**config.mk**
```make
export PLATFORM = sky130hd
export DESIGN_NAME = ble_cell
export DESIGN_NICKNAME = d
export VERILOG_FILES = /design/src/hw/rtl/ble_pkg.sv /design/src/hw/rtl/ble_cell.sv
export SDC_FILE = /design/constraint.sdc
export NUM_CORES = 1
export LEC_CHECK = 0
export BUFFER_PORTS_ARGS = -buffer_cell sky130_fd_sc_hd__buf_2
export CAP_MARGIN = 15
export CORE_ASPECT_RATIO = 0.7
export CORE_MARGIN = 8
export CORE_UTILIZATION = 41
export CTS_CLUSTER_SIZE = 8
export DETAILED_ROUTE_END_ITERATION = 10
export HOLD_SLACK_MARGIN = 0.15
export PLACE_DENSITY_LB_ADDON = 0.1
export SETUP_SLACK_MARGIN = 0.1
export SYNTH_ARGS = -nofsm -noshare
export SYNTH_HDL_FRONTEND = slang
export SYNTH_SLANG_ARGS = --single-unit
```
**constraint.sdc**
```tcl
create_clock -name i_clk -period 2.4 [get_ports i_clk]
set_input_delay 0.24 -clock i_clk [delete_from_list [all_inputs] [get_ports i_clk]]
set_output_delay 0.24 -clock i_clk [all_outputs]
set_load 0.05 [all_outputs]
```
**src/hw/rtl/ble_pkg.sv**
```systemverilog
// Shared types and constants for the bounded list engine.
package ble_pkg;

    localparam int CAPACITY_DEF = 64;
    localparam int VALUE_W      = 32;
    localparam int FUNC_W       = 4;
    localparam int POS_W        = 7;
    localparam int COUNT_W      = 7;
    localparam int STATUS_W     = 2;

    typedef enum logic [FUNC_W-1:0] {
        FUNC_PUSH_BACK  = 4'd0,
        FUNC_PUSH_FRONT = 4'd1,
        FUNC_POP_BACK   = 4'd2,
        FUNC_POP_FRONT  = 4'd3,
        FUNC_READ       = 4'd4,
        FUNC_WRITE      = 4'd5,
        FUNC_INSERT     = 4'd6,
        FUNC_ERASE      = 4'd7,
        FUNC_CLEAR      = 4'd8
    } t_func;

    typedef enum logic [STATUS_W-1:0] {
        STAT_OK    = 2'd0,
        STAT_EMPTY = 2'd1,
        STAT_RANGE = 2'd2,
        STAT_FULL  = 2'd3
    } t_status;

    typedef enum logic [1:0] {
        CELL_HOLD   = 2'd0,
        CELL_INSERT = 2'd1,
        CELL_ERASE  = 2'd2,
        CELL_WRITE  = 2'd3
    } t_cell_op;

    typedef struct packed {
        t_cell_op op;
        logic     rd_en;
        logic     last_en;
    } t_cell_ctl;

    typedef enum logic [1:0] {
        ST_IDLE = 2'd0,
        ST_EVAL = 2'd1,
        ST_OUT  = 2'd2
    } t_state;

endpackage

```
**src/hw/rtl/ble_cell.sv**
```systemverilog
// One list slot: holds an element and shifts with its neighbors.
module ble_cell #(
    parameter int CNT_W = 7
) (
    input  logic                         i_clk,
    input  ble_pkg::t_cell_ctl           i_ctl,
    input  logic [CNT_W-1:0]             i_index,
    input  logic [CNT_W-1:0]             i_pos,
    input  logic [CNT_W-1:0]             i_rd_pos,
    input  logic [CNT_W-1:0]             i_last_pos,
    input  logic [ble_pkg::VALUE_W-1:0]  i_value,
    input  logic [ble_pkg::VALUE_W-1:0]  i_left,
    input  logic [ble_pkg::VALUE_W-1:0]  i_right,
    output logic [ble_pkg::VALUE_W-1:0]  o_value,
    output logic [ble_pkg::VALUE_W-1:0]  o_rd_tap,
    output logic [ble_pkg::VALUE_W-1:0]  o_last_tap
);

    logic [ble_pkg::VALUE_W-1:0] r_value;
    logic [ble_pkg::VALUE_W-1:0] n_value;

    always_comb begin
        n_value = r_value;
        case (i_ctl.op)
            ble_pkg::CELL_INSERT: begin
                if (i_index > i_pos) begin
                    n_value = i_left;
                end else if (i_index == i_pos) begin
                    n_value = i_value;
                end
            end
            ble_pkg::CELL_ERASE: begin
                if (i_index >= i_pos) begin
                    n_value = i_right;
                end
            end
            ble_pkg::CELL_WRITE: begin
                if (i_index == i_pos) begin
                    n_value = i_value;
                end
            end
            default: begin
                n_value = r_value;
            end
        endcase
    end

    always_ff @(posedge i_clk) begin
        r_value <= n_value;
    end

    assign o_value    = r_value;
    assign o_rd_tap   = (i_ctl.rd_en && (i_index == i_rd_pos)) ? r_value : '0;
    assign o_last_tap = (i_ctl.last_en && (i_index == i_last_pos)) ? r_value : '0;

endmodule

```
==> key figures <==
Outcome
  • Run status: finished clean

Logic synthesis
  • Post-synth ARST share: 0%
  • #FFs+latches synth: 32
  • Post-synth EDFFs: 32
  • Synth area leader: edfxtp_1
  • Register area share after synthesis: 32.92%
  • Yosys cell types: 27
  • Mapped Cells: 295
  • Top cells by count, synth: and2_1 (64), inv_1 (40), nand2_1 (34)
  • Cell Area, Synth: 2919 sq um
  • Post-synthesis area per instance: 9.895 sq um
  • Ranking of synthesized cells by area: edfxtp_1 (33%), o221ai_2 (16%), and2_1 (14%)
  • Synth warn: 0
  • Count leader, synth: and2_1
  • Area fraction of the dominant cell type after synthesis: around 33%
  • Syn_nets: approximately 430
  • Main synth FF type: edfxtp_1

Critical path
  • Worst Setup Start Kind: primary input
  • Crit. End Element: primary output
  • WP depth: 7
  • Worst path top cell family by delay: buffers and inverters
  • CP arrival: 1540 ps
  • Slowest-stage cell, CP: buf_2
  • Crit path required time: 2160 ps
  • CP cell instances: buf_2, xnor2_1, nand4_1, nor2_2, buf_4, and2_1, buf_2
  • R2R cell count: 2
  • Crit path buf inv count: 3
  • Highest fanout seen on the critical path: 20
  • Max incr delay on CP: 260 ps
  • Critical path's most frequent cell: buf_2
  • Critical path class: primary input to primary output

Global route
  • First-pass GRT wire length: 15.79 mm
  • Met2 usage: a little over a third
  • Pin count of the biggest net entering global routing: 33
  • Gr usage total: 19.67%
  • Vias in the first global route: 3171
  • GRT Residual Overflow: 0
  • Gr busiest metal: met2
  • Met3 usage: under 10%
  • Met1 Resource Use GR: 21.20%
  • Initial antenna violation count: 0

Clock tree
  • Post-CTS sizing: 0
  • # Post-CTS Setup Buffers: 0
  • Inserted Clock Buffers: 5
  • CTS tree: built
  • CTS clock-pin slew for the worst setup and hold paths: around 70 ps
  • Root buf cell: clkbuf_8
  • H-tree depth: 2
  • # clock sinks: 32
  • CTS hold repair buffers: 0
  • Clock latency on the worst-skew pair: ~280 ps
  • Clk buf depth: 2

Cells and area
  • P&R area growth vs syn: 46.16%
  • Antenna diodes: 0
  • Number of flip-flops in the largest register: 32
  • Nets@finish: approximately 660
  • Share of cells above drive strength 1: 54.13%
  • Filler cell count: 655

Power
  • Leak: 0.002137 uW
  • P_int: 1244 uW
  • Sw power: 867.5 uW
  • P per Cell Area: just under 500 nW/um^2
  • Flop pwr share: 38.7%
  • Comb pwr share: 42.9%
  • Switch share: 41.09%
  • Clock group share of total power: 18.4%
  • Peak supply drop: around 0.25 mV

Timing
  • Relative slew slack: 73.63%
  • Min cycle time layout: 1777 ps
  • Setup TNS: 0 ps
  • Setup Skew: 0 ps
  • RSZ-0062 raised after global routing: no
  • Final hold slack: about 240 ps
  • Fin. max-slew vios: 0
  • Setup violations, final: 0
  • Slew @ Worst Pin: 392.9 ps
  • Final Cycle Share: 74.03%
  • Fmax achieved: 562.8 MHz
  • Final Hold Viols: 0

Die
  • Initial core utilization: 42.81%
  • Row count: 25
  • Num ports: 225
  • DIE WIDTH: 116.9 um
  • Core area: 6819 sq um
  • Die footprint: 10120 sq um
  • Die Ht: 86.60 um

Flow run
  • Max cap viols: 0

Detailed routing
  • Drt total wl: 10.37 mm
  • Routed len/inst: 16.87 um
  • 1st-iter DRT viols: 106
  • Drt first pass iters: 4
  • DR vias/cell: 4.850
  • Post-route ant nets: 0
  • DRC viols: 0
  • DR vias: a little under 3000

Placed design
  • DP Wirelength: 8.689 mm
  • GP Congestion: slightly above 0.8
  • Number of buffers added on ports: 224

Hold path
  • Worst Hold Class: primary input to register
  • Worst Hold Path Cells: 3
-- worst paths after layout --
| path | from | endpoint | slack (ps) |
|---|---|---|---|
| setup / recovery | i_index[6] | o_rd_tap[17] | 620 |
| hold / removal | i_right[21] | o_value[21]$_DFFE_PP_ | 240 |
| setup reg to reg | o_value[9]$_DFFE_PP_ | o_value[9]$_DFFE_PP_ | 1360 |
| hold reg to reg | o_value[28]$_DFFE_PP_ | o_value[28]$_DFFE_PP_ | 690 |
-- stage by stage --
stage	util [%]	std cells	setup slack, ps	cell area [sq um]	power, uW
CTS	62.57	615	603.4	4267	2138
global placement	61.43	608	373.3	4189	1723
finish	62.57	615	623.3	4267	2111
detailed placement	61.43	608	324.9	4189	1747
floorplan	-	295	206.5	2919	1452
global route	62.57	615	514.9	4267	2224
-- routing by layer --
layer  share of wire (%)  vias up
li1                    -     1483
met1                  39     1361
met2                  50      132
met3                  10        7
met4                0.79        0
met5                   0        -
-- power groups by stage --
stage               clock [uW]  sequential [uW]  combinational, uW
floorplan                    0             1110                343
global placement             0              824                899
detailed placement           0              829                917
CTS                        400              819                918
global route               422              835                966
finish                     389              818                905
-- cell families (layout without fill, tap and decap cells) --
logic type / Yosys count / after routing / synth area share, %
xor gates and xnor gates: 14 / 14 / 4.201
and+or+nand+nor: 110 / 110 / 21.09
DFF: 32 / 32 / 32.92
adders and majority gates: 7 / 7 / 3.000
AOI/OAI and AO/OA: 42 / 42 / 18.82
muxes: 32 / 32 / 10.97
buffers and inverters: 58 / 284 / 9.001
-- layout by cell type (no fill, tap or decap), drive strengths merged --
master	synthesis	layout
buf	8	237
and2	64	64
inv	40	40
nand2	34	34
o221ai	33	33
mux2i	32	32
edfxtp	32	32
xnor2	14	14
ha	7	7
clkbuf	10	6
nand4	5	5
a21oi	4	4
nor2	4	4
o21ai	2	2
o31a	2	2
nand3b	1	1
nand3	1	1
a31oi	1	1
nand2b	1	1
clkinv	0	1
-- worst reg2reg max path, cell delays in order (launching register included) --
cell and delay, ps:
edfxtp_1 460, mux2i_1 210, o221ai_2 110
-- layout make-up --
class	count	area, sq um	area share [%]
Inverter	40	150.1	3.519
Clock buffer	6	72.57	1.701
Sequential cell	32	960.9	22.52
Tap cell	94	117.6	2.757
Timing Repair Buffer	237	1244	29.15
Multi-Input combinational cell	205	1717	40.23
Clock inverter	1	5.005	0.1173
(Power assumes the default switching activity.)
